**src/design/ncg_pkg.sv**
```systemverilog
// Package for the nearest-centroid gesture classifier.
// Holds field widths, register indexes and the trained centroid table.
// No dependencies.
`default_nettype none

package ncg_pkg;

    localparam int SAMPLE_W = 12;   // converter reading
    localparam int CENT_W   = 16;   // centroid, unsigned 12.4
    localparam int DIFF_W   = 17;   // signed 12.4 difference
    localparam int SQ_W     = 32;   // square of a difference, 24.8
    localparam int ACC_W    = 38;   // running squared distance
    localparam int CLASS_W  = 2;    // result field
    localparam int APB_AW   = 3;
    localparam int APB_DW   = 32;

    localparam logic [CLASS_W-1:0]  NO_OBJECT = 2'd3;
    localparam logic [SAMPLE_W-1:0] THRESHOLD_RESET = 12'd2300;

    // Register index, taken from the word address bit of paddr.
    localparam logic REG_THRESHOLD = 1'b0;

    localparam int TRAINED_CLASSES = 3;
    localparam int TRAINED_SAMPLES = 16;

    // Trained centroids in 12.4 fixed point, class-major then by sample position.
    localparam logic [CENT_W-1:0] TRAINED [TRAINED_CLASSES][TRAINED_SAMPLES] = '{
        '{16'd58973, 16'd37785, 16'd38377, 16'd57969, 16'd57375, 16'd31501,
          16'd25731, 16'd57762, 16'd57268, 16'd25171, 16'd31691, 16'd58057,
          16'd58186, 16'd38567, 16'd38081, 16'd59311},
        '{16'd58267, 16'd58303, 16'd58340, 16'd60133, 16'd36701, 16'd21570,
          16'd44909, 16'd23163, 16'd20680, 16'd41847, 16'd23308, 16'd38883,
          16'd59778, 16'd59019, 16'd59003, 16'd59169},
        '{16'd58100, 16'd56896, 16'd57330, 16'd58296, 16'd39546, 16'd28292,
          16'd17861, 16'd52796, 16'd56006, 16'd21724, 16'd26342, 16'd36255,
          16'd58208, 16'd56350, 16'd55695, 16'd56634}
    };

    // Centroid entry for a class and frame position; entries outside the
    // trained table read as zero.
    function automatic logic [CENT_W-1:0] centroid_at(input int unsigned cls,
                                                      input int unsigned pos);
        logic [CENT_W-1:0] v;
        v = '0;
        if (cls < TRAINED_CLASSES && pos < TRAINED_SAMPLES) begin
            v = TRAINED[cls[1:0]][pos[3:0]];
        end
        return v;
    endfunction

endpackage

`default_nettype wire

```
**src/design/nearest_centroid_gesture_classifier.sv**
```systemverilog
// The class appears on m_axis_tvalid once a frame's last sample has passed
// the s1, s2, fin and result registers. Throughput: one sample per cycle; the
// input stalls only while a finished frame waits behind an untaken result.
// Reset (aresetn, synchronous, active low) empties the pipeline, clears the
// frame position, presence count and distance accumulators, and loads the
// presence threshold with 2300.
// Depends on ncg_pkg.
`default_nettype none

module nearest_centroid_gesture_classifier #(
    parameter int FRAME_SAMPLES = 16,
    parameter int CLASS_COUNT   = 3
) (
    input  wire logic        aclk,
    input  wire logic        aresetn,

    // Sample request channel.
    input  wire logic        s_axis_tvalid,
    output logic             s_axis_tready,
    input  wire logic [15:0] s_axis_tdata,   // [11:0] sample, [15:12] zero

    // Result channel.
    output logic             m_axis_tvalid,
    input  wire logic        m_axis_tready,
    output logic [7:0]       m_axis_tdata,   // [1:0] gesture_class, [7:2] zero

    // Configuration port.
    input  wire logic                       psel,
    input  wire logic                       penable,
    input  wire logic                       pwrite,
    input  wire logic [ncg_pkg::APB_AW-1:0] paddr,
    input  wire logic [ncg_pkg::APB_DW-1:0] pwdata,
    output logic      [ncg_pkg::APB_DW-1:0] prdata,
    output logic                            pready
);

    // Derived widths.
    localparam int POS_W = (FRAME_SAMPLES > 1) ? $clog2(FRAME_SAMPLES) : 1;
    localparam int CNT_W = $clog2(FRAME_SAMPLES + 1);
    localparam int CLS_W = $clog2(CLASS_COUNT);

    localparam int SW = ncg_pkg::SAMPLE_W;
    localparam int AW = ncg_pkg::ACC_W;
    localparam int QW = ncg_pkg::SQ_W;

    // ------------------------------------------------------------------
    // Configuration register. Only the word address bit selects the register;
    // the byte offset bits are ignored, as usual for a word-wide APB slave.
    // ------------------------------------------------------------------
    logic [SW-1:0] threshold_reg;
    logic          cfg_write;

    assign pready    = 1'b1;
    assign cfg_write = psel && penable && pwrite && pready
                       && (paddr[2] == ncg_pkg::REG_THRESHOLD);

    always_ff @(posedge aclk) begin
        if (!aresetn) begin
            threshold_reg <= ncg_pkg::THRESHOLD_RESET;
        end else if (cfg_write) begin
            threshold_reg <= pwdata[SW-1:0];
        end
    end

    always_comb begin
        prdata = '0;
        if (paddr[2] == ncg_pkg::REG_THRESHOLD) begin
            prdata[SW-1:0] = threshold_reg;
        end
    end

    // ------------------------------------------------------------------
    // Pipeline control. Every stage moves together; the only thing that
    // holds it is a finished frame that cannot enter the result register
    // because the previous result has not yet been taken.
    // ------------------------------------------------------------------
    logic fin_valid_reg;
    logic advance;

    assign advance       = !(fin_valid_reg && m_axis_tvalid && !m_axis_tready);
    assign s_axis_tready = advance;

    logic accept;
    assign accept = s_axis_tvalid && s_axis_tready;

    // ------------------------------------------------------------------
    // Stage 1: frame position and presence counting at the input.
    // The presence count saturates at the frame length; only whether it is
    // non-zero matters for the result, and that travels with the last sample.
    // ------------------------------------------------------------------
    logic [POS_W-1:0] pos_reg, pos_next;
    logic [CNT_W-1:0] count_reg, count_next, count_inc;
    logic             in_last, in_below;

    logic             s1_valid_reg;
    logic [SW-1:0]    s1_sample_reg;
    logic [POS_W-1:0] s1_pos_reg;
    logic             s1_last_reg;
    logic             s1_present_reg;

    assign in_last  = (pos_reg == POS_W'(FRAME_SAMPLES - 1));
    assign in_below = (s_axis_tdata[SW-1:0] < threshold_reg);

    always_comb begin
        count_inc = count_reg;
        if (in_below && count_reg != CNT_W'(FRAME_SAMPLES)) begin
            count_inc = count_reg + CNT_W'(1);
        end
        count_next = in_last ? '0 : count_inc;
        pos_next   = in_last ? '0 : pos_reg + POS_W'(1);
    end

    always_ff @(posedge aclk) begin
        if (!aresetn) begin
            pos_reg      <= '0;
            count_reg    <= '0;
            s1_valid_reg <= 1'b0;
        end else if (advance) begin
            s1_valid_reg <= accept;
            if (accept) begin
                pos_reg   <= pos_next;
                count_reg <= count_next;
            end
        end
    end

    always_ff @(posedge aclk) begin
        if (advance && accept) begin
            s1_sample_reg  <= s_axis_tdata[SW-1:0];
            s1_pos_reg     <= pos_reg;
            s1_last_reg    <= in_last;
            s1_present_reg <= (count_inc != '0);
        end
    end

    // ------------------------------------------------------------------
    // Stage 2: one signed difference and square per class against the
    // centroid at this frame position.
    // ------------------------------------------------------------------
    logic          s2_valid_reg;
    logic          s2_last_reg;
    logic          s2_present_reg;
    logic [QW-1:0] s2_sq_reg [CLASS_COUNT];

    for (genvar c = 0; c < CLASS_COUNT; c++) begin : g_square
        logic [ncg_pkg::CENT_W-1:0]        cent;
        logic signed [ncg_pkg::DIFF_W-1:0] diff;
        logic signed [2*ncg_pkg::DIFF_W-1:0] prod;

        assign cent = ncg_pkg::centroid_at(c, int'(s1_pos_reg));
        assign diff = $signed({1'b0, s1_sample_reg, 4'b0000}) - $signed({1'b0, cent});
        assign prod = diff * diff;

        always_ff @(posedge aclk) begin
            if (advance) begin
                s2_sq_reg[c] <= prod[QW-1:0];
            end
        end
    end

    always_ff @(posedge aclk) begin
        if (!aresetn) begin
            s2_valid_reg <= 1'b0;
        end else if (advance) begin
            s2_valid_reg <= s1_valid_reg;
        end
    end

    always_ff @(posedge aclk) begin
        if (advance) begin
            s2_last_reg    <= s1_last_reg;
            s2_present_reg <= s1_present_reg;
        end
    end

    // ------------------------------------------------------------------
    // Stage 3: accumulate. On the last sample the completed sums move to the
    // final registers and the accumulators restart from zero.
    // ------------------------------------------------------------------
    logic [AW-1:0] acc_reg [CLASS_COUNT];
    logic [AW-1:0] fin_reg [CLASS_COUNT];
    logic          fin_present_reg;
    logic          s2_end;

    assign s2_end = s2_valid_reg && s2_last_reg;

    for (genvar c = 0; c < CLASS_COUNT; c++) begin : g_acc
        logic [AW-1:0] sum;
        assign sum = acc_reg[c] + AW'(s2_sq_reg[c]);

        always_ff @(posedge aclk) begin
            if (!aresetn) begin
                acc_reg[c] <= '0;
            end else if (advance && s2_valid_reg) begin
                acc_reg[c] <= s2_last_reg ? '0 : sum;
            end
        end

        always_ff @(posedge aclk) begin
            if (advance && s2_end) begin
                fin_reg[c] <= sum;
            end
        end
    end

    always_ff @(posedge aclk) begin
        if (!aresetn) begin
            fin_valid_reg <= 1'b0;
        end else if (advance) begin
            fin_valid_reg <= s2_end;
        end
    end

    always_ff @(posedge aclk) begin
        if (advance && s2_end) begin
            fin_present_reg <= s2_present_reg;
        end
    end

    // ------------------------------------------------------------------
    // Stage 4: pick the nearest centroid (strictly smaller wins, so a tie
    // keeps the lower index) and load the result register.
    // ------------------------------------------------------------------
    logic [CLS_W-1:0]            best;
    logic [AW-1:0]               best_dist;
    logic [ncg_pkg::CLASS_W-1:0] class_next;

    always_comb begin
        best      = '0;
        best_dist = fin_reg[0];
        for (int c = 1; c < CLASS_COUNT; c++) begin
            if (fin_reg[c] < best_dist) begin
                best_dist = fin_reg[c];
                best      = CLS_W'(c);
            end
        end
        class_next = fin_present_reg ? ncg_pkg::CLASS_W'(best) : ncg_pkg::NO_OBJECT;
    end

    logic                        m_valid_reg, m_valid_next;
    logic [ncg_pkg::CLASS_W-1:0] m_class_reg;

    assign m_valid_next = (advance && fin_valid_reg) ? 1'b1
                        : (m_axis_tready ? 1'b0 : m_valid_reg);

    always_ff @(posedge aclk) begin
        if (!aresetn) begin
            m_valid_reg <= 1'b0;
        end else begin
            m_valid_reg <= m_valid_next;
        end
    end

    always_ff @(posedge aclk) begin
        if (advance && fin_valid_reg) begin
            m_class_reg <= class_next;
        end
    end

    assign m_axis_tvalid = m_valid_reg;
    assign m_axis_tdata  = {6'b000000, m_class_reg};

    // ------------------------------------------------------------------
    // Assertions.
    // ------------------------------------------------------------------

    // A result only ever appears straight after a completed frame.
    a_result_from_frame: assert property (@(posedge aclk) disable iff (!aresetn)
        $rose(m_valid_reg) |-> $past(fin_valid_reg))
        else $error("result appeared without a completed frame");

    // A frame with no sample below the threshold reports nothing present.
    a_no_object: assert property (@(posedge aclk) disable iff (!aresetn)
        (advance && fin_valid_reg && !fin_present_reg)
            |=> (m_class_reg == ncg_pkg::NO_OBJECT))
        else $error("empty frame did not report no object");

    // A held frame end keeps its sums until it can be delivered.
    a_fin_held: assert property (@(posedge aclk) disable iff (!aresetn)
        (fin_valid_reg && !advance) |=> (fin_valid_reg && $stable(fin_present_reg)))
        else $error("held frame end was lost");

    // The input side never takes a request while the pipeline is held.
    a_no_accept_when_held: assert property (@(posedge aclk) disable iff (!aresetn)
        !advance |=> $stable(pos_reg) && $stable(count_reg))
        else $error("frame state moved while the pipeline was held");

endmodule

`default_nettype wire
```
**config.mk**
```make
export PLATFORM = sky130hd
export DESIGN_NAME = nearest_centroid_gesture_classifier
export DESIGN_NICKNAME = d
export VERILOG_FILES = /design/src/design/ncg_pkg.sv /design/src/design/nearest_centroid_gesture_classifier.sv
export SDC_FILE = /design/constraint.sdc
export NUM_CORES = 2
export LEC_CHECK = 0
export ABC_AREA = 1
export ABC_CLOCK_PERIOD_IN_PS = 16320
export BUFFER_PORTS_ARGS = -buffer_cell sky130_fd_sc_hd__clkbuf_2
export CORE_MARGIN = 2
export CORE_UTILIZATION = 55
export CTS_CLUSTER_SIZE = 28
export DETAILED_ROUTE_END_ITERATION = 8
export PLACE_DENSITY = 0.71
export SLEW_MARGIN = 30
export SYNTH_ARGS = -nofsm -noshare
export SYNTH_HDL_FRONTEND = slang
export SYNTH_SLANG_ARGS = --single-unit
export TNS_END_PERCENT = 50
```
**constraint.sdc**
```tcl
create_clock -name aclk -period 16.32 [get_ports aclk]
set_clock_uncertainty 0.15 [all_clocks]
set_input_delay 4.08 -clock aclk [delete_from_list [all_inputs] [get_ports aclk]]
set_output_delay 4.08 -clock aclk [all_outputs]
set_load 0.01 [all_outputs]
```
=== Word-level counts from Yosys, hierarchy flattened ===
Memories as Yosys holds them, arrays and structs flattened.
Cells that the tools add are included.

* Add/sub/neg operators: 8
* Multiply operators: 3
* Order comparisons: 4
* Equality and inequality tests: 2
* Mux-type cells: 28
* Bitwise gates (word level): 7
* Reductions and logical operators: 18

{| class="wikitable"
|+ Operator list
! cell !! count
|-
| $mux 38 || 7
|-
| $add 38x32->38 || 3
|-
| $mul 17x17->32 || 3
|-
| $mux 16 || 6
|-
| $lt 38x38->1 || 2
|-
| $sub 16x16->17 || 3
|-
| $logic_and 1x1->1 || 12
|-
| $lt 12x12->1 || 1
|-
| $mux 12 || 1
|-
| $mux 1 || 11
|-
| $mux 5 || 2
|-
| $add 5x1->5 const B || 1
|-
| $ge 5x5->1 const B || 1
|-
| $ne 5x5->1 const B || 1
|-
| $not 4->5 || 1
|-
| $reduce_bool 5->1 || 1
|-
| $add 4x1->4 const B || 1
|-
| $eq 4x4->1 const B || 1
|-
| $mux 4 || 1
|-
| $not 1->1 || 3
|-
| $or 1x1->1 || 3
|-
| $logic_not 1->1 || 2
|-
| $reduce_and 2->1 || 1
|-
| $reduce_bool 2->1 || 1
|-
| $reduce_or 2->1 || 1
|}

* Bits in registers: 48
* Bits in writable memories: 324
* ROM bits: 768
* Bits of input ports: 58
* Output and inout port bits: 43
* Logic and storage cells: 92
* Memories: 6

{| class="wikitable"
|+ Memory list
! memory !! depth !! width !! read ports !! clocked after Yosys merged registers in !! write ports !! RTL line !! text
|-
| (no name shown) || 16 || 16 || 1 || 0 || 0 || ncg_pkg.sv:46 || <nowiki>v = TRAINED[cls[1:0]][pos[3:0]];</nowiki>
|-
| (no name shown) || 16 || 16 || 1 || 0 || 0 || ncg_pkg.sv:46 ||
|-
| (no name shown) || 16 || 16 || 1 || 0 || 0 || ncg_pkg.sv:46 ||
|-
| acc_reg || 3 || 38 || 3 || 0 || 3 || nearest_centroid_gesture_classifier.sv:180 || <nowiki>logic [AW-1:0] acc_reg [CLASS_COUNT];</nowiki>
|-
| fin_reg || 3 || 38 || 3 || 0 || 3 || nearest_centroid_gesture_classifier.sv:181 || <nowiki>logic [AW-1:0] fin_reg [CLASS_COUNT];</nowiki>
|-
| s2_sq_reg || 3 || 32 || 3 || 0 || 3 || nearest_centroid_gesture_classifier.sv:143 || <nowiki>logic [QW-1:0] s2_sq_reg [CLASS_COUNT];</nowiki>
|}

=== Longest topological paths before layout ===
* Depth after elaboration: 8
* Depth in mapped cells: 43
* Gate-level depth less buffers: 43

=== Worst setup path after synthesis ===
Ideal clock, no wire load.

* Kind: input port to output port
* Start point: input port m_axis_tready
* End point: output port s_axis_tready
* Data arrival time: 6,202 ps
* Data required time: 12,090 ps
* Path slack: 5,888 ps
* Cell stages on the path: 4
* Buffers on the path: 0
* Path through: inv_1 -> nand2_1 -> nor2_1 -> inv_1

* Word-level cells in the longest chain between the ends: 3

{| class="wikitable"
|+ Ends and longest elaborated chain
! what !! RTL line !! text
|-
| start: declaration || nearest_centroid_gesture_classifier.sv:24 || <nowiki>input wire logic m_axis_tready,</nowiki>
|-
| $logic_not 1->1 || nearest_centroid_gesture_classifier.sv:80 || <nowiki>assign advance = !(fin_valid_reg && m_axis_tvalid && !m_axis_tready);</nowiki>
|-
| $logic_and 1x1->1 || nearest_centroid_gesture_classifier.sv:80 ||
|-
| $logic_not 1->1 || nearest_centroid_gesture_classifier.sv:80 ||
|-
| end: declaration || nearest_centroid_gesture_classifier.sv:19 || <nowiki>output logic s_axis_tready,</nowiki>
|}

Every way passes these cells.

==> results_dict.tcl <==
set metrics [dict create \
    outcome "finished, final reports clean" \
    post_drt_wl_per_cell_microns 17.5 \
    fp.dieH_microns 310 \
    drt_wl_total_microns 124000 \
    die_width_microns 310 \
    critPathLaunch "s1_pos_reg[0]" \
    numCtsBuffers 42 \
    worst_setup_path_endpoint "s2_sq_reg[0][60]" \
    drt-pass1-iter-count 6 \
    grt_overflow_total 0 \
    avgSynthCellArea_sq_um 8.84 \
    layout_common_cells "sky130_fd_sc_hd__inv_1 (1,393), sky130_fd_sc_hd__nand2_1 (804), sky130_fd_sc_hd__fa_1 (765), sky130_fd_sc_hd__nor2_1 (613), sky130_fd_sc_hd__ha_1 (477)" \
    worstSetupEndpointType "flip-flop" \
    clock.fmax_mhz 98.2 \
    netlist_instances 5819 \
    r2r_setup_slack_ns 6.14 \
    clk_latency_ns 0.58 \
    crit_path_frequent_cell "sky130_fd_sc_hd__inv_1" \
    starting_density_of_the_core 0.553 \
    number_of_remaining_drc_errors 0 \
    count_of_flip_flops_with_a_built_in_enable_after_synthesis 344 \
    timing_worst_slew_pin_value_ns 0.922 \
    sequential_element_share_of_the_synthesized_area 0.210 \
    port_buffers 47 \
    crit_path_top_delay_cell "sky130_fd_sc_hd__edfxtp_1" \
    synthToLayoutAreaGrowth_pct 5.38 \
    crit_arrival_ns 10.44 \
    yosysTopAreaCell "sky130_fd_sc_hd__fa_1" \
    setup-tns-final_ns 0 \
    synth_area_sq_mm 0.0515 \
    tritoncts "done" \
    die_area_sq_mm 0.0960 \
    clk_path_buf_depth 3 \
    top_ff_cell_synth "sky130_fd_sc_hd__edfxtp_1" \
    grt_first_pass_wirelength_microns 202000 \
    drive_above_1_share 0.0449 \
    worstPathRequired_ns 16.58 \
    vias 37600 \
    synth.yosys.warnings 0 \
    cts.reportedPaths.clkPinSlew_ns 0.06 \
    place.detailed.hpwl_microns 104000 \
    worst_hold_path.num_cells 0 \
    largest_net_degree_at_the_start_of_global_routing 95 \
    critical_path.max_fanout 13 \
    drv.max_cap_violation_count 0 \
    fin_crit_ns 10.18 \
    fp.coreArea_sq_mm 0.0930 \
    timing.slew.headroom 0.383 \
    fin_nets 7135 \
    mostFrequentLayoutCell "sky130_fd_sc_hd__inv_1" \
    rsz0062_at_grt "no" \
    cts_hold_buf 0 \
    type_of_the_worst_setup_path "reg2reg" \
    async_flop_share 0 \
    avgViaCountPerCell 5.29 \
    post_route_ant_nets 0 \
    count_of_routing_violations_after_the_opening_detailed_route_iteration 2456 \
    timing.final.crit_share 0.624 \
    io-pin-count 101 \
    place.gp.congestion 0.948 \
    finalHoldViolations 0 \
    numClockSinks 369 \
    yosys_register_bits 369 \
    placement_rows 112 \
    cts_repair_resize_count 0 \
    timing.final.max_slew_violations 0 \
    gr-usage-all-layers 0.268 \
    startpoint_type "flip-flop" \
    yosysUniqueCellTypes 69 \
    worst_r2r_endpoint "s2_sq_reg[0][60]" \
    diodes 0 \
    first_global_vias 38500 \
    cts_max_level 2 \
    min-delay-path-class "reg2reg" \
    cp_slowest_stage_delay_ns 0.65 \
    yosys-top-cells-area "sky130_fd_sc_hd__fa_1 (30%), sky130_fd_sc_hd__edfxtp_1 (20%), sky130_fd_sc_hd__ha_1 (12%)" \
    r2r.worst_path.cells 37 \
    setup_violators_final 0 \
    synth_top_area_share 0.298 \
    timing.rr.start "s1_pos_reg[0]" \
    ctsRootBufferMaster "sky130_fd_sc_hd__clkbuf_16" \
    fillCellCount 8269 \
    grt_antenna_before_repair 2 \
    cts_post_setup_buffers_inserted 0 \
]
## critical path, delay by kind of cell, from the launching register on
| kind | cells | cell delay, ns |
|---|---|---|
| xor gates and xnor gates | 1 | 0.19 |
| adders and majority gates | 9 | 4.13 |
| and+or+nand+nor | 12 | 1.95 |
| buffers and inverters | 7 | 0.99 |
| DFF | 1 | 0.65 |
| AOI/OAI and AO/OA | 8 | 1.94 |
## cells by family after synthesis
group	share of synthesized area
simple gates	0.136
xor+xnor	0.0445
flops	0.210
fa+ha+maj	0.414
compound gates	0.0776
other cells	0.000146
buf+inv	0.118
## through the flow
step / setup slack [ns] / std cells / hold slack (ns) / cell area (sq um) / util
floorplan: 5.89 / 5844 / 0.250 / 51600 / -
global placement: 6.28 / 7045 / 0.254 / 52900 / 0.568
detailed placement: 6.36 / 7045 / 0.256 / 52900 / 0.568
CTS: 6.36 / 7117 / 0.271 / 54200 / 0.583
global route: 5.57 / 7117 / 0.285 / 54200 / 0.583
finish: 6.14 / 7117 / 0.267 / 54200 / 0.583
## worst min path at each step
stage | end | from | slack (ns)
2_1_floorplan | fin_present_reg | s2_present_reg | 0.25
3_3_place_gp | s2_last_reg | s1_last_reg | 0.25
3_5_place_dp | s2_last_reg | s1_last_reg | 0.26
4_1_cts | s2_last_reg | s1_last_reg | 0.27
5_1_grt | s2_last_reg | s1_last_reg | 0.28
6_report | fin_present_reg | s2_present_reg | 0.27
## cell usage after synthesis, types with 8 or more instances
| library cell | number |
|---|---|
| sky130_fd_sc_hd__clkinv_1 | 8 |
| sky130_fd_sc_hd__a21oi_1 | 295 |
| sky130_fd_sc_hd__or2_2 | 19 |
| sky130_fd_sc_hd__o21ai_0 | 218 |
| sky130_fd_sc_hd__nor2_1 | 614 |
| sky130_fd_sc_hd__o21bai_1 | 15 |
| sky130_fd_sc_hd__fa_1 | 765 |
| sky130_fd_sc_hd__nor2_2 | 24 |
| sky130_fd_sc_hd__a21o_1 | 38 |
| sky130_fd_sc_hd__o21a_1 | 12 |
| sky130_fd_sc_hd__a211oi_1 | 13 |
| sky130_fd_sc_hd__nand2_2 | 15 |
| sky130_fd_sc_hd__clkbuf_1 | 48 |
| sky130_fd_sc_hd__ha_1 | 477 |
| sky130_fd_sc_hd__nor4_1 | 13 |
| sky130_fd_sc_hd__dfxtp_1 | 25 |
| sky130_fd_sc_hd__buf_4 | 31 |
| sky130_fd_sc_hd__nor2_4 | 8 |
| sky130_fd_sc_hd__inv_1 | 1394 |
| sky130_fd_sc_hd__buf_2 | 32 |
| sky130_fd_sc_hd__o211ai_1 | 24 |
| sky130_fd_sc_hd__nor3_1 | 30 |
| sky130_fd_sc_hd__inv_2 | 29 |
| sky130_fd_sc_hd__xnor2_1 | 96 |
| sky130_fd_sc_hd__nand3_1 | 115 |
| sky130_fd_sc_hd__nand2_1 | 805 |
| sky130_fd_sc_hd__a31oi_1 | 27 |
| sky130_fd_sc_hd__nand4_1 | 35 |
| sky130_fd_sc_hd__o21ai_1 | 8 |
| sky130_fd_sc_hd__xor2_1 | 135 |
| sky130_fd_sc_hd__edfxtp_1 | 344 |
## routing by layer
| layer | routed length (microns) | track usage | vias up |
|---|---|---|---|
| met5 | 0 | 0 | - |
| li1 | - | - | 18000 |
| met4 | 3110 | 0.0662 | 0 |
| met3 | 7230 | 0.0357 | 177 |
| met1 | 55600 | 0.377 | 18400 |
| met2 | 58400 | 0.442 | 1086 |
## layout make-up
class                      count  area (sq um)  area share
sequential                   369         10800       0.200
clock inverter                27           258     0.00475
tap                         1254          1570      0.0289
clock buffer                  45          1060      0.0196
multi-input combinational   3919         34700       0.640
inverter                    1434          5390      0.0994
timing repair buffer          69           408     0.00752
Power is left out: the tool's default activity adds up to more than one toggle a clock period on the data nets, which glitch-free logic cannot reach.
